$ cat config.mk
export PLATFORM = sky130hd
export DESIGN_NAME = pgp_marker_scanner_flat
export DESIGN_NICKNAME = d
export VERILOG_FILES = /design/src/rtl/psm_pkg.sv /design/src/rtl/psm_in_if.sv /design/src/rtl/psm_out_if.sv /design/src/rtl/psm_cfg_if.sv /design/src/rtl/psm_front.sv /design/src/rtl/psm_queue.sv /design/src/rtl/psm_back.sv /design/src/rtl/pgp_marker_scanner.sv /design/src/flat_wrapper.sv
export SDC_FILE = /design/constraint.sdc
export NUM_CORES = 1
export LEC_CHECK = 0
export ABC_CLOCK_PERIOD_IN_PS = 5200
export BUFFER_PORTS_ARGS = -buffer_cell sky130_fd_sc_hd__clkbuf_2
export CORE_MARGIN = 5
export CORE_UTILIZATION = 30
export CTS_CLUSTER_SIZE = 12
export DETAILED_ROUTE_END_ITERATION = 8
export HOLD_SLACK_MARGIN = 0.1
export PLACE_DENSITY = 0.48
export SLEW_MARGIN = 30
export SYNTH_ARGS = -nofsm -noshare
export SYNTH_HDL_FRONTEND = slang
export SYNTH_SLANG_ARGS = --single-unit
$ cat constraint.sdc
create_clock -name clk_i -period 5.2 [get_ports clk_i]
set_input_delay 0.26 -clock clk_i [delete_from_list [all_inputs] [get_ports clk_i]]
set_output_delay 0.26 -clock clk_i [all_outputs]
set_load 0.02 [all_outputs]
$ cat src/rtl/psm_pkg.sv
// ----------------------------------------------------------------------------
// psm_pkg
// widths, marker strings and shared types of the pgp marker scanner
// ----------------------------------------------------------------------------
package psm_pkg;

  localparam int unsigned ByteW       = 8;
  localparam int unsigned FlagW       = 4;
  localparam int unsigned CountW      = 3;
  localparam int unsigned MinW        = 3;
  localparam int unsigned WindowDepth = 28;
  localparam int unsigned MarkerNum   = 4;
  localparam int unsigned MarkerMax   = 29;

  localparam logic [MinW-1:0] MinPointsReset = MinW'(2);

  // markers stored lower case, last character in the low byte
  typedef logic [MarkerMax*ByteW-1:0] psm_marker_t;

  localparam psm_marker_t MarkerText [MarkerNum] = '{
    psm_marker_t'("application/pgp-encrypted"),
    psm_marker_t'("application/pgp-signature"),
    psm_marker_t'("-----begin pgp signature-----"),
    psm_marker_t'("-----begin pgp message-----")
  };

  localparam int unsigned MarkerLen [MarkerNum] = '{25, 25, 29, 27};

  // one queued item from the front to the back
  typedef struct packed {
    logic [ByteW-1:0] text_byte;
    logic             scan;
    logic             last_byte;
  } psm_entry_t;

  // queue slot with its valid flag
  typedef struct packed {
    logic       valid;
    psm_entry_t entry;
  } psm_slot_t;

  // ascii upper to lower, everything else unchanged
  function automatic logic [ByteW-1:0] fold_case(input logic [ByteW-1:0] c);
    logic [ByteW-1:0] r;
    r = c;
    if (c >= ByteW'("A") && c <= ByteW'("Z")) begin
      r = c + ByteW'(32);
    end
    return r;
  endfunction

endpackage

$ cat src/rtl/psm_in_if.sv
// ----------------------------------------------------------------------------
// psm_in_if
// byte input channel of the pgp marker scanner
// ----------------------------------------------------------------------------
interface psm_in_if
  import psm_pkg::*;
();
  logic             valid;
  logic             ready;
  logic [ByteW-1:0] text_byte;
  logic             last_byte;

  modport source (output valid, text_byte, last_byte, input ready);
  modport sink   (input valid, text_byte, last_byte, output ready);
endinterface

$ cat src/rtl/psm_out_if.sv
// ----------------------------------------------------------------------------
// psm_out_if
// result channel of the pgp marker scanner
// ----------------------------------------------------------------------------
interface psm_out_if
  import psm_pkg::*;
();
  logic              valid;
  logic              ready;
  logic              is_pgp;
  logic [FlagW-1:0]  marker_flags;
  logic [CountW-1:0] marker_count;

  modport source (output valid, is_pgp, marker_flags, marker_count, input ready);
  modport sink   (input valid, is_pgp, marker_flags, marker_count, output ready);
endinterface

$ cat src/rtl/psm_cfg_if.sv
// ----------------------------------------------------------------------------
// psm_cfg_if
// threshold register write channel of the pgp marker scanner
// ----------------------------------------------------------------------------
interface psm_cfg_if
  import psm_pkg::*;
();
  logic            valid;
  logic            ready;
  logic [MinW-1:0] min_points;

  modport source (output valid, min_points, input ready);
  modport sink   (input valid, min_points, output ready);
endinterface

$ cat src/rtl/psm_front.sv
// ----------------------------------------------------------------------------
// psm_front
// accepts bytes, folds case, tracks end of text and drops ignored bytes
// ----------------------------------------------------------------------------
module psm_front
  import psm_pkg::*;
(
  input  logic      clk_i,
  input  logic      rst_ni,
  psm_in_if.sink    item_i,
  input  logic      full_i,
  output psm_slot_t push_o
);

  logic text_ended_q, text_ended_d;
  logic accept;
  logic is_zero;

  assign item_i.ready = !full_i;
  assign accept       = item_i.valid && item_i.ready;
  assign is_zero      = (item_i.text_byte == '0);

  // classify: bytes after end of text only matter if they close the message
  always_comb begin
    push_o.entry.text_byte = fold_case(item_i.text_byte);
    push_o.entry.scan      = !text_ended_q && !is_zero;
    push_o.entry.last_byte = item_i.last_byte;
    push_o.valid           = accept && (push_o.entry.scan || item_i.last_byte);
  end

  // end of text flag, cleared with each message
  always_comb begin
    text_ended_d = text_ended_q;
    if (accept) begin
      if (item_i.last_byte) begin
        text_ended_d = 1'b0;
      end else if (is_zero) begin
        text_ended_d = 1'b1;
      end
    end
  end

  always_ff @(posedge clk_i or negedge rst_ni) begin
    if (!rst_ni) begin
      text_ended_q <= 1'b0;
    end else begin
      text_ended_q <= text_ended_d;
    end
  end

endmodule

$ cat src/rtl/psm_queue.sv
// ----------------------------------------------------------------------------
// psm_queue
// short fifo between the classifying front and the matching back
// ----------------------------------------------------------------------------
module psm_queue
  import psm_pkg::*;
#(
  parameter int unsigned QueueDepth = 4
) (
  input  logic      clk_i,
  input  logic      rst_ni,
  input  psm_slot_t push_i,
  output logic      full_o,
  output psm_slot_t head_o,
  input  logic      pop_i
);

  localparam int unsigned PtrW = $clog2(QueueDepth);
  localparam int unsigned CntW = $clog2(QueueDepth + 1);

  psm_entry_t      mem_q [QueueDepth];
  logic [PtrW-1:0] wr_ptr_q, wr_ptr_d;
  logic [PtrW-1:0] rd_ptr_q, rd_ptr_d;
  logic [CntW-1:0] count_q, count_d;
  logic            do_push, do_pop;

  function automatic logic [PtrW-1:0] ptr_inc(input logic [PtrW-1:0] p);
    logic [PtrW-1:0] r;
    r = (p == PtrW'(QueueDepth - 1)) ? '0 : p + 1'b1;
    return r;
  endfunction

  assign full_o       = (count_q == CntW'(QueueDepth));
  assign head_o.valid = (count_q != '0);
  assign head_o.entry = mem_q[rd_ptr_q];

  assign do_push = push_i.valid && !full_o;
  assign do_pop  = pop_i && head_o.valid;

  // pointer and fill count update
  always_comb begin
    wr_ptr_d = do_push ? ptr_inc(wr_ptr_q) : wr_ptr_q;
    rd_ptr_d = do_pop ? ptr_inc(rd_ptr_q) : rd_ptr_q;
    count_d  = count_q;
    if (do_push && !do_pop) begin
      count_d = count_q + 1'b1;
    end else if (do_pop && !do_push) begin
      count_d = count_q - 1'b1;
    end
  end

  always_ff @(posedge clk_i or negedge rst_ni) begin
    if (!rst_ni) begin
      wr_ptr_q <= '0;
      rd_ptr_q <= '0;
      count_q  <= '0;
    end else begin
      wr_ptr_q <= wr_ptr_d;
      rd_ptr_q <= rd_ptr_d;
      count_q  <= count_d;
    end
  end

  // entry storage
  always_ff @(posedge clk_i) begin
    if (do_push) begin
      mem_q[wr_ptr_q] <= push_i.entry;
    end
  end

endmodule

$ cat src/rtl/psm_back.sv
// ----------------------------------------------------------------------------
// psm_back
// byte window, parallel marker compare, sticky flags and result register
// ----------------------------------------------------------------------------
module psm_back
  import psm_pkg::*;
(
  input  logic      clk_i,
  input  logic      rst_ni,
  input  psm_slot_t head_i,
  output logic      pop_o,
  psm_cfg_if.sink   cfg_i,
  psm_out_if.source result_o
);

  logic [ByteW-1:0]  window_q [WindowDepth];
  logic [ByteW-1:0]  hist [MarkerMax];
  logic [FlagW-1:0]  match;
  logic [FlagW-1:0]  seen_q, seen_d;
  logic [CountW-1:0] count;
  logic [MinW-1:0]   min_points_q;
  logic              out_valid_q;
  logic              is_pgp_q;
  logic [FlagW-1:0]  flags_q;
  logic [CountW-1:0] count_q;
  psm_entry_t        head;

  assign head = head_i.entry;

  // threshold register, always writable
  assign cfg_i.ready = 1'b1;

  always_ff @(posedge clk_i or negedge rst_ni) begin
    if (!rst_ni) begin
      min_points_q <= MinPointsReset;
    end else if (cfg_i.valid) begin
      min_points_q <= cfg_i.min_points;
    end
  end

  // current byte plus window, newest first
  always_comb begin
    hist[0] = head.text_byte;
    for (int k = 1; k < MarkerMax; k++) begin
      hist[k] = window_q[k-1];
    end
  end

  // compare every marker ending at the current byte
  always_comb begin
    for (int m = 0; m < MarkerNum; m++) begin
      match[m] = 1'b1;
      for (int k = 0; k < MarkerMax; k++) begin
        if (k < MarkerLen[m] && hist[k] != MarkerText[m][ByteW*k +: ByteW]) begin
          match[m] = 1'b0;
        end
      end
    end
  end

  // flags and count after this item
  always_comb begin
    seen_d = head.scan ? (seen_q | match) : seen_q;
    count  = '0;
    for (int m = 0; m < MarkerNum; m++) begin
      count = count + CountW'(seen_d[m]);
    end
  end

  // a closing item needs the result register free
  assign pop_o = head_i.valid && (!head.last_byte || !out_valid_q || result_o.ready);

  // window and sticky flags, cleared at message end
  always_ff @(posedge clk_i or negedge rst_ni) begin
    if (!rst_ni) begin
      for (int k = 0; k < WindowDepth; k++) begin
        window_q[k] <= '0;
      end
      seen_q <= '0;
    end else if (pop_o) begin
      if (head.last_byte) begin
        for (int k = 0; k < WindowDepth; k++) begin
          window_q[k] <= '0;
        end
        seen_q <= '0;
      end else begin
        if (head.scan) begin
          window_q[0] <= head.text_byte;
          for (int k = 1; k < WindowDepth; k++) begin
            window_q[k] <= window_q[k-1];
          end
        end
        seen_q <= seen_d;
      end
    end
  end

  // result valid flag
  always_ff @(posedge clk_i or negedge rst_ni) begin
    if (!rst_ni) begin
      out_valid_q <= 1'b0;
    end else if (pop_o && head.last_byte) begin
      out_valid_q <= 1'b1;
    end else if (result_o.ready) begin
      out_valid_q <= 1'b0;
    end
  end

  // result payload
  always_ff @(posedge clk_i) begin
    if (pop_o && head.last_byte) begin
      is_pgp_q <= (count >= CountW'(min_points_q));
      flags_q  <= seen_d;
      count_q  <= count;
    end
  end

  assign result_o.valid        = out_valid_q;
  assign result_o.is_pgp       = is_pgp_q;
  assign result_o.marker_flags = flags_q;
  assign result_o.marker_count = count_q;

endmodule

$ cat src/rtl/pgp_marker_scanner.sv
// ----------------------------------------------------------------------------
// pgp_marker_scanner: case-insensitive search for four pgp markers
// throughput one byte per cycle, one queue pop per cycle in the back, unless
// a last byte waits on a busy result; result valid registered behind the queue
// async active-low reset clears window, flags, queue and sets min_points to 2
// ----------------------------------------------------------------------------
module pgp_marker_scanner
  import psm_pkg::*;
#(
  parameter int unsigned QueueDepth = 4
) (
  input  logic      clk_i,
  input  logic      rst_ni,
  psm_in_if.sink    item_i,
  psm_cfg_if.sink   cfg_i,
  psm_out_if.source result_o
);

  psm_slot_t push;
  psm_slot_t head;
  logic      full;
  logic      pop;

  // accept and classify
  psm_front u_front (
    .clk_i  (clk_i),
    .rst_ni (rst_ni),
    .item_i (item_i),
    .full_i (full),
    .push_o (push)
  );

  // decoupling queue
  psm_queue #(
    .QueueDepth (QueueDepth)
  ) u_queue (
    .clk_i  (clk_i),
    .rst_ni (rst_ni),
    .push_i (push),
    .full_o (full),
    .head_o (head),
    .pop_i  (pop)
  );

  // match and report
  psm_back u_back (
    .clk_i    (clk_i),
    .rst_ni   (rst_ni),
    .head_i   (head),
    .pop_o    (pop),
    .cfg_i    (cfg_i),
    .result_o (result_o)
  );

endmodule

$ cat src/flat_wrapper.sv
// flat-port wrapper written by rule: the top's interface ports become plain ports
module pgp_marker_scanner_flat import psm_pkg::*;
#(
  parameter int unsigned QueueDepth = 4
)
  (clk_i, rst_ni, item_i_valid, item_i_text_byte, item_i_last_byte, item_i_ready, cfg_i_valid, cfg_i_min_points, cfg_i_ready, result_o_valid, result_o_is_pgp, result_o_marker_flags, result_o_marker_count, result_o_ready);
  psm_in_if item_i_i ();
  psm_cfg_if cfg_i_i ();
  psm_out_if result_o_i ();
  input  logic clk_i;
  input  logic rst_ni;
  input wire logic [$bits(item_i_i.valid)-1:0] item_i_valid;
  input wire logic [$bits(item_i_i.text_byte)-1:0] item_i_text_byte;
  input wire logic [$bits(item_i_i.last_byte)-1:0] item_i_last_byte;
  output wire logic [$bits(item_i_i.ready)-1:0] item_i_ready;
  input wire logic [$bits(cfg_i_i.valid)-1:0] cfg_i_valid;
  input wire logic [$bits(cfg_i_i.min_points)-1:0] cfg_i_min_points;
  output wire logic [$bits(cfg_i_i.ready)-1:0] cfg_i_ready;
  output wire logic [$bits(result_o_i.valid)-1:0] result_o_valid;
  output wire logic [$bits(result_o_i.is_pgp)-1:0] result_o_is_pgp;
  output wire logic [$bits(result_o_i.marker_flags)-1:0] result_o_marker_flags;
  output wire logic [$bits(result_o_i.marker_count)-1:0] result_o_marker_count;
  input wire logic [$bits(result_o_i.ready)-1:0] result_o_ready;
  assign item_i_i.valid = item_i_valid;
  assign item_i_i.text_byte = item_i_text_byte;
  assign item_i_i.last_byte = item_i_last_byte;
  assign item_i_ready = item_i_i.ready;
  assign cfg_i_i.valid = cfg_i_valid;
  assign cfg_i_i.min_points = cfg_i_min_points;
  assign cfg_i_ready = cfg_i_i.ready;
  assign result_o_valid = result_o_i.valid;
  assign result_o_is_pgp = result_o_i.is_pgp;
  assign result_o_marker_flags = result_o_i.marker_flags;
  assign result_o_marker_count = result_o_i.marker_count;
  assign result_o_i.ready = result_o_ready;
  pgp_marker_scanner #(.QueueDepth(QueueDepth)) u_core (.clk_i(clk_i), .rst_ni(rst_ni), .item_i(item_i_i), .cfg_i(cfg_i_i), .result_o(result_o_i));
endmodule
# Word level (Yosys, flattened, before mapping)
# Memories as Yosys holds them, arrays and structs flattened.
# Index checks and enable logic that the tools add are counted.
# totals
ff_bits	248
elab_cells	273
in_bits	17
mem_bits_rw	40
mem_count	1
# memory_table
name	words	width	rd	rd_clocked_by_memory_dff	wr	line	rtl
u_core.u_queue.mem_q	4	10	1	0	1	psm_queue.sv:21	psm_entry_t mem_q [QueueDepth];
# op_classes
reduce_logical	28
muxes	115
eq_ne	79
n_addsub	8
magnitude_cmp	3
bitwise_logic	1
# op_table
operator	n
8-bit by 7-bit inequality test with 1-bit output (second input constant)	58
224-bit two-way mux	2
8-bit by 6-bit inequality test with 1-bit output (second input constant)	18
1-bit two-way mux	106
1-bit logical AND	10
8-bit by 6-bit adder with 8-bit output (second input constant)	1
8-bit by 7-bit greater-or-equal comparator with 1-bit output (second input constant)	1
8-bit by 7-bit less-or-equal comparator with 1-bit output (second input constant)	1
8-bit zero test	1
4-bit two-way mux	2
8-bit two-way mux	1
2-bit nonzero test	4
1-bit zero test	7
3-bit two-way mux	2
2-bit by 1-bit adder with 2-bit output (second input constant)	2
2-bit equality test (second input constant)	2
2-bit two-way mux	2
4-bit OR	1
2-bit AND reduction	2
2-bit by 1-bit adder with 3-bit output	1
3-bit by 1-bit adder with 3-bit output	1
3-bit by 1-bit adder with 3-bit output (second input constant)	1
3-bit equality test (second input constant)	1
3-bit greater-or-equal comparator	1
4 further kinds	6

# Logic depth before layout (Yosys ltp)
# Gate-level depths: netlist (run 1).
# An unclocked memory read counts as a cell.
# logic_depth
word_depth	37
mapped_depth	14
depth_no_buf	14

# Hierarchy
# Synthesis (run 1) repeated with hierarchy kept, for this count alone.
# hier_totals
hier_cells	812
area_unflattened_um2	11762.5
# by_module_without_submodules
mod	instances	area_per_inst_um2	cells_each	seq_area_each_um2
psm_back	1	9660.5	698	6047.0
psm_queue	1	1898.1	89	1376.3
psm_front	1	203.9	25	25.0

# Least setup slack after synthesis (run 1)
# No wires, ideal clock.
# synth_timing
path_type	register to register
startpoint	register u_core.u_queue.rd_ptr_q[0]
endpoint	register u_core.u_back.is_pgp_q, in the netlist u_core.u_back.result_o.is_pgp, data pin
required_ns	4.946
setup_slack_ns	1.342
stages_incl_launch_ff	14
n_path_buf	1
t_arrival_ns	3.604
setup_ns	0.254
synth_period_minus_slack_ns	3.858
path_cell_list	dfrtp_1 -> buf_6 -> mux4_2 -> nor4_2 -> nand4_2 -> nor3_1 -> a21oi_1 -> fa_1 -> inv_1 -> ha_1 -> ha_1 -> ha_1 -> a21o_1 -> a21o_1
# synth_between
elab_chain_cells	36
word_cells_on_any_way	110
# synth_lines
item	line	rtl
from (decl)	psm_queue.sv:23	logic [PtrW-1:0] rd_ptr_q, rd_ptr_d;
from (signal assigned)	psm_queue.sv:59	rd_ptr_q <= rd_ptr_d;
memory read 4 x 10 bit *	-	
8-bit by 6-bit inequality test with 1-bit output	psm_back.sv:54	if (k < MarkerLen[m] && hist[k] != MarkerText[m][ByteW*k +: ByteW]) begin
1-bit two-way mux (29 in a row)	psm_back.sv:54	
4-bit OR	psm_back.sv:63	seen_d = head.scan ? (seen_q | match) : seen_q;
4-bit two-way mux *	psm_back.sv:63	
2-bit by 1-bit adder with 3-bit output	psm_back.sv:66	count = count + CountW'(seen_d[m]);
3-bit by 1-bit adder with 3-bit output *	psm_back.sv:66	
via u_core.u_back.count[1]	psm_back.sv:20	logic [CountW-1:0] count;
3-bit greater-or-equal comparator *	psm_back.sv:112	is_pgp_q <= (count >= CountW'(min_points_q));
to (signal assigned)	psm_back.sv:112	
to (decl)	psm_back.sv:23	logic is_pgp_q;
# Mark *: on every way through the listed nets, which the timed path passes. The rest lies on a longest branch.
# A chain may end at the register's enable or synchronous reset.

# Worst setup path after layout (run 1)
# layout_timing
startpoint	register u_core.u_back.window_q, in the netlist u_core.u_back.hist[175]
endpoint	register u_core.u_back.is_pgp_q, in the netlist u_core.u_back.result_o.is_pgp, data pin
# layout_between
elab_chain_cells	28
word_cells_on_any_way	88
# layout_lines
item	line	rtl
from (decl)	psm_back.sv:16	logic [ByteW-1:0] window_q [WindowDepth];
from (signal, indexed assignment)	psm_back.sv:90	window_q[k] <= window_q[k-1];
8-bit by 7-bit inequality test with 1-bit output	psm_back.sv:54	
1-bit two-way mux (22 in a row)	psm_back.sv:54	
4-bit OR *	psm_back.sv:63	
4-bit two-way mux *	psm_back.sv:63	
2-bit by 1-bit adder with 3-bit output	psm_back.sv:66	
3-bit by 1-bit adder with 3-bit output *	psm_back.sv:66	
via u_core.u_back.count[1]	psm_back.sv:20	
3-bit greater-or-equal comparator *	psm_back.sv:112	
# Marks and branches as above.

==> results of run 1 <==
routing by layer:
metal  routed length, um  track usage [%]  vias to the layer above
li1                    -                -                     3306
met1               13900             20.2                     3724
met2               12500             19.7                      132
met3                1090             2.31                       37
met4                 569             2.64                        0
met5                   0                0                        -
placed cells by master (no fill, tap or decap), types with 3 or more instances in the layout:
master and count:
a22o_1 225, mux4_1 6, edfxtp_1 48, nor3_1 10, or4_1 3, nor4b_1 12
clkinv_2 3, nor2_1 18, clkbuf_2 25, a21oi_1 5, nand2b_1 3, inv_1 15
dfrtp_1 239, and2_1 5, nand3b_1 4, nand2_1 19, clkbuf_1 14, ha_1 12
a21o_1 6, nor4bb_1 18, buf_4 9, nand3_1 4, mux4_2 4, nand4b_1 17
nand4_1 15, clkbuf_16 31, dlygate4sd3_1 19, buf_12 4, and4_1 3, or4b_2 3
nor2b_1 3, nor4_1 15, mux2_2 6, clkbuf_8 5, and4b_1 3
how the worst max path moves through the flow:
stage                                     from  depth (start not counted)                       endpoint  slack (ps)
finish                 u_core.u_back.hist[175]                         14  u_core.u_back.result_o.is_pgp         720
global route           u_core.u_back.hist[175]                         15  u_core.u_back.result_o.is_pgp         520
CTS                    u_core.u_back.hist[175]                         14  u_core.u_back.result_o.is_pgp         700
detailed placement     u_core.u_back.hist[175]                         14  u_core.u_back.result_o.is_pgp         740
global placement       u_core.u_back.hist[175]                         14  u_core.u_back.result_o.is_pgp         790
floorplan           u_core.u_queue.rd_ptr_q[0]                         13  u_core.u_back.result_o.is_pgp        1340
through the flow:
step / cell area [um2] / power [uW] / hold slack (ps) / worst slack [ps]
after detailed placement: 12300 / 4550 / 385 / 744
after global routing: 13500 / 7060 / 191 / 522
after floorplan: 11600 / 4050 / -35.6 / 1340
after CTS: 13500 / 6750 / 143 / 703
after global placement: 12300 / 4550 / 383 / 790
final: 13500 / 6720 / 157 / 723
critical path, delay by kind of cell, from the launching register on:
family,cells,cell delay [ps]
fa+ha+maj,4,1320
compound gates,3,460
buf+inv,2,260
flops,1,400
simple gates,5,1790
cell families (layout without fill, tap and decap cells):
group / Yosys count / count (layout) / share of synthesized area (%)
fa+ha+maj: 14 / 14 / 1.63
simple gates: 170 / 170 / 10.2
flops: 288 / 288 / 64.0
xor+xnor: 3 / 3 / 0.226
buf+inv: 67 / 132 / 2.73
mux: 16 / 16 / 2.71
compound gates: 248 / 248 / 18.4
other cells: 1 / 1 / 0.0322
where the power goes:
group,internal (uW),switching [uW],leakage (uW),total (uW)
Combinational,517,1280,0.00164,1800
Sequential,2540,201,0.00376,2740
Clock,1280,896,0.000493,2180
Total,4340,2380,0.00589,6720
state kept, by name, indices dropped and copies added (netlist names):
| register | flops |
|---|---|
| u_core.u_front.text_ended_q | 1 |
| u_core.u_queue.rd_ptr_q | 2 |
| u_core.u_back.result_o.marker_flags | 4 |
| u_core.u_back.seen_q | 4 |
| u_core.u_back.hist | 224 |
| u_core.u_queue.wr_ptr_q | 2 |
| u_core.u_queue.mem_q | 40 |
| u_core.u_back.result_o.is_pgp | 1 |
| u_core.u_back.result_o.valid | 1 |
| u_core.u_queue.count_q | 3 |
| u_core.u_back.min_points_q | 3 |
| u_core.u_back.result_o.marker_count | 3 |
final cells by class:
type	count	area, um2
Multi-Input combinational cell	452	3880
Timing Repair Buffer	59	505
Tap cell	518	648
Inverter	15	56.3
Clock inverter	8	110
Sequential cell	288	7450
Fill cell	3682	24900
Clock buffer	50	897
what timing repair did:
| action | 4_1_cts | 5_1_grt |
|---|---|---|
| endpoints found under the hold margin | 137 | 0 |
| endpoints found under the setup margin | 0 | 0 |
| hold buffers | 19 | 0 |
==> summary.md, run 1 <==
| Metric | Value |
|---|---|
| H-tree depth | `1` |
| Final wirelength | `28.1 mm` |
| Initial antenna violation count | `0` |
| DRC | `0` |
| Util after Layout | `35.2%` |
| Num CTS Buffers | `31` |
| Worst setup SP type | `flop` |
| Syn Std Cell Area | `0.0116 mm2` |
| Top cells by count, synth | `dfrtp_1, a22o_1, edfxtp_1` |
| Share of the synthesized area in the top cell type | `51.4%` |
| Largest net degree at the start of global routing | `140` |
| First-pass GRT wire length | `44.9 mm` |
| Maximum clock rate | `223 MHz` |
| Worst hold path startpoint | `item_i_text_byte[6]` |
| Crit path largest cell delay | `540 ps` |
| Die Span Y | `207 um` |
| RR Startpoint | `u_core.u_back.hist[175]` |
| HP Class | `primary input to flop` |
| Worst Path Max Fanout | `6` |
| Yosys synthesis warning count | `0` |
| RSZ-0062 raised after global routing | `no` |
| Async SR Flop Fraction | `83.3%` |
| # diodes | `0` |
| Post-DRT Antenna Nets | `0` |
| Reg2reg end | `u_core.u_back.result_o.is_pgp` |
| TritonCTS clock tree | `built` |
| Setup violations, final | `0` |
| Crit path max-delay cell type | `fa_1` |
| Headroom to the max-slew limit | `42.0%` |
| GRT Residual Overflow | `0` |
| Die width | `207 um` |
| Max Slew Vio Count | `0` |
| CTS root buf | `clkbuf_16` |
| Final hold vios | `0` |
| I/O pin count | `28` |
| CP Capture Type | `flop` |
| Yosys reg bits | `288` |
| CTS clk-pin slew, worst paths | `60 ps` |
| Synth Area per Inst | `14.4 um2` |
| Min Tclk post-route | `4480 ps` |
| Fin nets | `878` |
| Vias | `7,199` |
| Initial DRC count | `537` |
| Initial Util | `30.2%` |
| Hold depth | `3` |
| Max Cap Violations | `0` |
| Syn Inst Count | `807` |
| Crit Path Category | `flop to flop` |
| Post-synth EDFFs | `48` |
| Peak supply drop | `0.000398 V` |
| Die Area | `0.0428 mm2` |
| Static Leak | `0.00589 uW` |
| Worst path cell trace | `nor4bb_1 -> nand4_1 -> nor4_1 -> buf_4 -> nand4b_1 -> nor3_4 -> a21oi_1 -> fa_1 -> inv_1 -> ha_1 -> ha_1 -> ha_1 -> a21o_1 -> a21o_1` |
| Clk_skew | `17.0 ps` |
| Status | `finished clean` |
| Core area | `0.0385 mm2` |
| Synthesized net count | `838` |
| Worst R2R Path Depth | `14` |
| Post-route setup TNS | `0 ps` |
| Skew-Pair Late Insertion Delay | `570 ps` |
| Setup Buffers After CTS | `0` |
| Non-filler cells, final | `1,390` |
| Dominant cell type by area after synthesis | `dfrtp_1` |
| Post-DP HPWL | `18.2 mm` |
| Initial DRT Pass Iterations | `4` |
| Layout area overhead | `16.4%` |
| GRT Util Overall | `13.2%` |
| CTS resizes | `0` |
| Max clock buf depth | `3` |
| Post-DR vias/cell | `5.18` |
| Worst Max-Slew Pin Slew | `869 ps` |
| WP data required | `5510 ps` |
| Arrival time worst endpoint | `4790 ps` |
| Most frequent cell after synthesis | `dfrtp_1` |
| Sink Count | `288` |
| Power per cell area | `496 mW/mm2` |
| Seq/Total Area, Yosys | `64.0%` |
| Worst hold endpoint | `u_core.u_queue.mem_q[3][8]` |
| Crit share post-route | `86.1%` |
| Top cells by area, synth | `dfrtp_1, a22o_1, edfxtp_1` |
| Routability cong. | `0.763` |
| Wire per inst | `20.2 um` |
| Count of different cell masters after synthesis | `60` |
| Port bufs | `26` |
| Reg2Reg Setup Slack | `720 ps` |
| Most used cell, CP | `ha_1` |
| Ys flop type | `dfrtp_1` |
| Share of cells above drive strength 1 | `13.0%` |
| Row cnt | `72` |
| DP Cell Count | `1,312` |
| Vias in the first global route | `7,228` |
Note: power is estimated with default switching activity, not from simulation.
==> inputs of run 2 (changes only) <==
--- a/config.mk
+++ b/config.mk
@@ -5,8 +5,9 @@
 export SDC_FILE = /design/constraint.sdc
 export NUM_CORES = 1
 export LEC_CHECK = 0
-export ABC_CLOCK_PERIOD_IN_PS = 5200
+export ABC_CLOCK_PERIOD_IN_PS = 4500
 export BUFFER_PORTS_ARGS = -buffer_cell sky130_fd_sc_hd__clkbuf_2
+export CAP_MARGIN = 0
 export CORE_MARGIN = 5
 export CORE_UTILIZATION = 30
 export CTS_CLUSTER_SIZE = 12
==> constraint.sdc (replaced) <==
create_clock -name clk_i -period 4.5 [get_ports clk_i]
set_input_delay 0.225 -clock clk_i [delete_from_list [all_inputs] [get_ports clk_i]]
set_output_delay 0.225 -clock clk_i [all_outputs]
set_load 0.02 [all_outputs]
==> summary.md, run 2 (synthesis gave the netlist of run 1 again) <==
| Metric | Value |
|---|---|
| Clk_skew | `23.2 ps (+6.20 ps)` |
| RR Startpoint | `u_core.u_back.hist[223]` |
| Post-DRT Antenna Nets | `0 (unchanged)` |
| First-pass GRT wire length | `45.6 mm (+1.8%)` |
| CTS resizes | `0 (unchanged)` |
| Wire per inst | `20.9 um (+3.3%)` |
| Routability cong. | `0.767 (+0.55%)` |
| TritonCTS clock tree | `built` |
| Most common cell after layout, fill and taps aside | `dfrtp_1` |
| Largest net degree at the start of global routing | `225 (+61%)` |
| Crit Path Category | `flop to flop` |
| Setup Buffers After CTS | `0 (unchanged)` |
| Arrival time worst endpoint | `4530 ps (-260 ps)` |
| Crit share post-route | `93.6% (+7.6 points)` |
| Max Cap Violations | `0 (unchanged)` |
| Sink Count | `288 (unchanged)` |
| Worst R2R Path Depth | `14 (unchanged)` |
| DRC | `0 (unchanged)` |
| Share of cells above drive strength 1 | `14.2% (+1.2 points)` |
| H-tree depth | `1 (unchanged)` |
| Die Area | `0.0428 mm2 (unchanged)` |
| CP Capture Type | `flop` |
| # diodes | `0 (unchanged)` |
| HP Class | `primary input to asynchronous set/reset pin` |
| Num CTS Buffers | `31 (unchanged)` |
| Initial DRT Pass Iterations | `6 (+2)` |
| Core area | `0.0385 mm2 (unchanged)` |
| GRT Util Overall | `13.6% (+0.43 points)` |
| Reg2Reg Setup Slack | `290 ps (-440 ps)` |
| Worst setup SP type | `flop` |
| Die Span Y | `207 um (unchanged)` |
| Most frequent cells in the layout | `dfrtp_1, a22o_1, edfxtp_1` |
| Initial antenna violation count | `0 (unchanged)` |
| Layout area overhead | `16.7%` |
| Sw Ratio | `36.1% (+0.71 points)` |
| Cell Area, Placed | `0.0124 mm2 (+0.55%)` |
| Status | `finished clean` |
| Vias | `7,323 (+1.7%)` |
| Max reg flops | `224 (unchanged)` |
| Fin nets | `888 (+1.1%)` |
| WP data required | `4820 ps (-690 ps)` |
| CTS root buf | `clkbuf_16` |
| Post-DP HPWL | `18.7 mm (+2.7%)` |
| Final wirelength | `29.2 mm (+3.9%)` |
| GRT Residual Overflow | `0 (unchanged)` |
| I/O pin count | `28 (unchanged)` |
| Worst path cell trace | `nor4b_1 -> nand4_1 -> nor4_1 -> buf_4 -> nand4_2 -> nor3_1 -> a21oi_1 -> fa_1 -> inv_1 -> ha_1 -> ha_1 -> ha_1 -> a21o_1 -> a21o_1` |
| Setup violations, final | `0 (unchanged)` |
| CTS clk-pin slew, worst paths | `60 ps (about the same)` |
| Post-route setup TNS | `0 ps (unchanged)` |
| Final hold vios | `0 (unchanged)` |
| RSZ-0062 raised after global routing | `no` |
| Row cnt | `72 (unchanged)` |
| Initial DRC count | `551 (+2.6%)` |
| Power per cell area | `565 mW/mm2 (+14%)` |
| Crit path largest cell delay | `510 ps (-30 ps)` |
| Skew-Pair Late Insertion Delay | `580 ps (about the same)` |
| Maximum clock rate | `237 MHz (+6.2%)` |
| Initial Util | `30.2% (unchanged)` |
| Worst Max-Slew Pin Slew | `814 ps (-55.1 ps)` |
| Reg2reg end | `u_core.u_back.result_o.is_pgp` |
| Headroom to the max-slew limit | `45.7% (+3.7 points)` |
| Max Slew Vio Count | `0 (unchanged)` |
| Post-DR vias/cell | `5.24 (+1.1%)` |
| Max clock buf depth | `3 (unchanged)` |
| Clock power share | `31.5% (-0.9 points)` |
| Port bufs | `26 (unchanged)` |
| Peak supply drop | `0.000499 V (+25%)` |
| P_sw | `2770 uW (+16%)` |
| Die width | `207 um (unchanged)` |
| Min Tclk post-route | `4210 ps (-263 ps)` |
| Final instance area | `0.0136 mm2 (+0.22%)` |
| Most used cell, CP | `ha_1` |
| Reg power frac | `41.2% (+0.4 points)` |
| Static Leak | `0.00593 uW (+0.59%)` |
| Vias in the first global route | `7,246 (+0.25%)` |
| Crit path max-delay cell type | `fa_1` |
| Pint | `4900 uW (+13%)` |
| Worst Path Max Fanout | `3 (-3)` |
| Combinational share of power | `27.3% (+0.5 points)` |
-- run 2: timing repair --
action | 4_1_cts | 5_1_grt
hold endpoints to repair | 111 | 0
endpoints found under the setup margin | 0 | 0
hold buffers | 20 | 0
-- run 2: per-stage QoR --
step                setup WS, ps  power (uW)  instances  hold slack (ps)  util (%)
finish                       286        7670       1398              225      35.3
global route                96.8        8070       1398              279      35.3
CTS                          235        7710       1397              233      35.2
detailed placement           260        5250       1321              255      32.2
global placement             297        5250       1321              256      32.2
floorplan                    642        4680        807            -70.6         -
-- run 2: critical path: cells and delay by family (launching register included) --
kind	cells	cell delay [ps]
buffers and inverters	2	230
AOI/OAI and AO/OA	3	470
and+or+nand+nor	5	1580
DFF	1	400
adders and majority gates	4	1280
-- run 2: final cells by class --
| class | count | area [um2] |
|---|---|---|
| Timing Repair Buffer | 69 | 583 |
| Inverter | 15 | 56.3 |
| Tap cell | 518 | 648 |
| Fill cell | 3706 | 24900 |
| Sequential cell | 288 | 7450 |
| Clock buffer | 46 | 892 |
| Multi-Input combinational cell | 452 | 3880 |
| Clock inverter | 10 | 67.6 |
-- run 2: worst max path at each step --
stage	start	end	depth (start not counted)	slack, ps
3_3_place_gp	u_core.u_back.hist[57]	u_core.u_back.result_o.is_pgp	12	300
5_1_grt	u_core.u_back.hist[223]	u_core.u_back.result_o.is_pgp	14	100
3_5_place_dp	u_core.u_back.hist[223]	u_core.u_back.result_o.is_pgp	14	260
6_report	u_core.u_back.hist[223]	u_core.u_back.result_o.is_pgp	14	290
4_1_cts	u_core.u_back.hist[223]	u_core.u_back.result_o.is_pgp	14	230
2_1_floorplan	u_core.u_queue.rd_ptr_q[0]	u_core.u_back.result_o.is_pgp	13	640
-- run 2: per-layer routing --
layer	wire length, um	global-route usage [%]	vias to the layer above	share of wire, %
li1	-	-	3326	-
met1	14500	21.3	3842	50
met4	574	2.88	0	2.0
met2	13100	19.9	116	45
met3	1030	2.22	39	3.5
met5	0	0	-	0
-- run 2: power groups by stage --
stage	Combinational, uW	Clock, uW	Sequential, uW
floorplan	1510	0	3160
global placement	2050	0	3200
detailed placement	2040	0	3210
CTS	2060	2490	3160
global route	2280	2600	3190
finish	2090	2420	3160
==> inputs of run 3 (changes only) <==
--- a/config.mk
+++ b/config.mk
@@ -8,6 +8,7 @@
 export ABC_CLOCK_PERIOD_IN_PS = 4500
 export BUFFER_PORTS_ARGS = -buffer_cell sky130_fd_sc_hd__clkbuf_2
 export CAP_MARGIN = 0
+export CORE_ASPECT_RATIO = 0.8
 export CORE_MARGIN = 5
 export CORE_UTILIZATION = 30
 export CTS_CLUSTER_SIZE = 12
==> summary.md, run 3 (synthesis gave the netlist of run 1 again) <==
| Metric | Value |
|---|---|
| Worst Path Max Fanout | `4 (+1)` |
| Initial Util | `30.4% (+0.15 points)` |
| Vias | `7,288 (-0.48%)` |
| Sink Count | `288 (unchanged)` |
| Num CTS Buffers | `29 (-6.5%)` |
| First-pass GRT wire length | `46.0 mm (+0.79%)` |
| Final hold vios | `0 (unchanged)` |
| Power per cell area | `557 mW/mm2 (-1.4%)` |
| Initial antenna violation count | `0 (unchanged)` |
| Crit Path Category | `flop to flop` |
| Worst setup SP type | `flop` |
| Routability cong. | `0.757 (-1.3%)` |
| I/O pin count | `28 (unchanged)` |
| HP Class | `primary input to asynchronous set/reset pin` |
| Max reg flops | `224 (unchanged)` |
| Fillers | `3,675 (-0.84%)` |
| Max Cap Violations | `0 (unchanged)` |
| CTS root buf | `clkbuf_16` |
| Max clock buf depth | `3 (unchanged)` |
| Max Slew Vio Count | `0 (unchanged)` |
| Die width | `230 um (+11%)` |
| Post-DP HPWL | `18.7 mm (about the same)` |
| Reg power frac | `42.2% (+1.0 points)` |
| Post-DR vias/cell | `5.34 (+1.9%)` |
| GRT Residual Overflow | `0 (unchanged)` |
| P_sw | `2720 uW (-1.7%)` |
| CP Capture Type | `flop` |
| Post-DRT Antenna Nets | `0 (unchanged)` |
| Port bufs | `26 (unchanged)` |
| Arrival time worst endpoint | `4550 ps (+20 ps)` |
| Die Span Y | `186 um (-10%)` |
| Combinational share of power | `27.6% (+0.3 points)` |
| Crit path max-delay cell type | `or4b_2` |
| Clk_skew | `16.7 ps (-6.54 ps)` |
| Initial DRC count | `703 (+28%)` |
| Vias in the first global route | `7,231 (-0.21%)` |
| H-tree depth | `1 (unchanged)` |
| Core area | `0.0383 mm2 (-0.49%)` |
| Largest net degree at the start of global routing | `225 (unchanged)` |
| CTS clk-pin slew, worst paths | `60 ps (about the same)` |
| Cell family with most CP delay | `simple AND/OR/NAND/NOR gates` |
| Maximum clock rate | `236 MHz (-0.44%)` |
| Worst path cell trace | `or4b_2 -> nor4_2 -> nand4_1 -> nor3_4 -> a21oi_1 -> fa_1 -> inv_1 -> ha_1 -> inv_1 -> ha_1 -> nand2b_1 -> a21o_1 -> a21o_1` |
| Non-filler cells, final | `1,366 (-2.3%)` |
| Cell Area, Placed | `0.0123 mm2 (-0.39%)` |
| Hold slack | `203 ps (-22.3 ps)` |
| Most common cell after layout, fill and taps aside | `dfrtp_1` |
| Pwr Total | `7500 uW (-2.2%)` |
| Die Area | `0.0428 mm2 (about the same)` |
| Buf+Inv Stages, Crit Path | `2 (unchanged)` |
| Worst Max-Slew Pin Slew | `658 ps (-157 ps)` |
| Skew-Pair Late Insertion Delay | `560 ps (-20 ps)` |
| Final instance area | `0.0135 mm2 (-0.78%)` |
| Sw Ratio | `36.3% (+0.16 points)` |
| Initial DRT Pass Iterations | `5 (-1)` |
| Setup Buffers After CTS | `0 (unchanged)` |
| DP Cell Count | `1,297 (-1.8%)` |
| Layout area overhead | `15.8%` |
| Crit path largest cell delay | `710 ps (+200 ps)` |
| Setup violations, final | `0 (unchanged)` |
| Most frequent cells in the layout | `dfrtp_1, a22o_1, edfxtp_1` |
| Min Tclk post-route | `4230 ps (+18.6 ps)` |
| Final wirelength | `29.4 mm (+0.79%)` |
| Clock power share | `30.2% (-1.3 points)` |
| Headroom to the max-slew limit | `56.1% (+10 points)` |
| Static Leak | `0.00588 uW (-0.81%)` |
| Fin nets | `886 (-0.23%)` |
| DRC | `0 (unchanged)` |
| WP data required | `4820 ps (about the same)` |
| TritonCTS clock tree | `built` |
| Status | `finished clean` |
| GRT Util Overall | `13.5% (-0.072 points)` |
| Peak supply drop | `0.000513 V (+2.8%)` |
| Row cnt | `64 (-11%)` |
| RSZ-0062 raised after global routing | `no` |
| Post-route setup TNS | `0 ps (unchanged)` |
| Wire per inst | `21.5 um (+3.2%)` |
| Pint | `4780 uW (-2.4%)` |
| Share of cells above drive strength 1 | `13.7% (-0.54 points)` |
| # diodes | `0 (unchanged)` |
| Crit share post-route | `94.1% (+0.41 points)` |
run 3: changes by cell type in the layout (fill, tap and decap cells not counted), sizes merged:
cell	delta
clkinvlp	-1
clkbuf	-2
clkinv	-6
run 3: path summary, 6_finish.rpt:
kind,startpoint,endpoint,slack [ps],cells after the start
max,u_core.u_back.hist[57],u_core.u_back.result_o.is_pgp,270,13
min,rst_ni,u_core.u_back.hist[59],200,2
max reg2reg,u_core.u_back.hist[57],u_core.u_back.result_o.is_pgp,270,13
min reg2reg,u_core.u_back.hist[5],u_core.u_back.hist[5],500,1
max in group asynchronous,rst_ni,u_core.u_queue.rd_ptr_q[0],2990,4
min in group clk_i,item_i_valid,u_core.u_queue.wr_ptr_q[0],370,4
run 3: timing repair:
item | 4_1_cts | 5_1_grt
endpoints found under the setup margin | 0 | 1
gates resized for setup | 0 | 3
hold buffers | 20 | 0
endpoints found under the hold margin | 164 | 0
run 3: worst reg2reg max path: stages (launching register included):
cell and delay [ps]:
dfrtp_1 460, or4b_2 710, nor4_2 480, nand4_1 260
nor3_4 280, a21oi_1 130, fa_1 540, inv_1 40
ha_1 280, inv_1 40, ha_1 270, nand2b_1 140
a21o_1 180, a21o_1 160
run 3: final cells by class:
type / instances / area [um2] / share of cell area, %
Timing Repair Buffer: 69 / 591 / 4.39
Sequential cell: 288 / 7450 / 55.3
Clock inverter: 3 / 18.8 / 0.139
Inverter: 15 / 56.3 / 0.418
Multi-Input combinational cell: 452 / 3890 / 28.9
Clock buffer: 44 / 842 / 6.25
Tap cell: 495 / 619 / 4.60
run 3: routing by layer:
layer	track usage, %	wire, um	vias up
li1	-	-	3318
met1	22.5	15500	3796
met2	18.3	12100	137
met3	2.27	1300	37
met4	2.44	513	0
met5	0	0	-
run 3: power by group through the flow:
stage,Combinational (uW),Clock (uW),Sequential [uW]
floorplan,1510,0,3160
global placement,2000,0,3210
detailed placement,2000,0,3220
CTS,2020,2340,3170
global route,2240,2440,3200
finish,2070,2260,3170
run 3: through the flow:
step / worst slack (ps) / util (%)
finish: 267 / 35.2
global route: 6.73 / 35.2
CTS: 105 / 35.0
detailed placement: 116 / 32.2
global placement: 93.2 / 32.2
floorplan: 642 / -
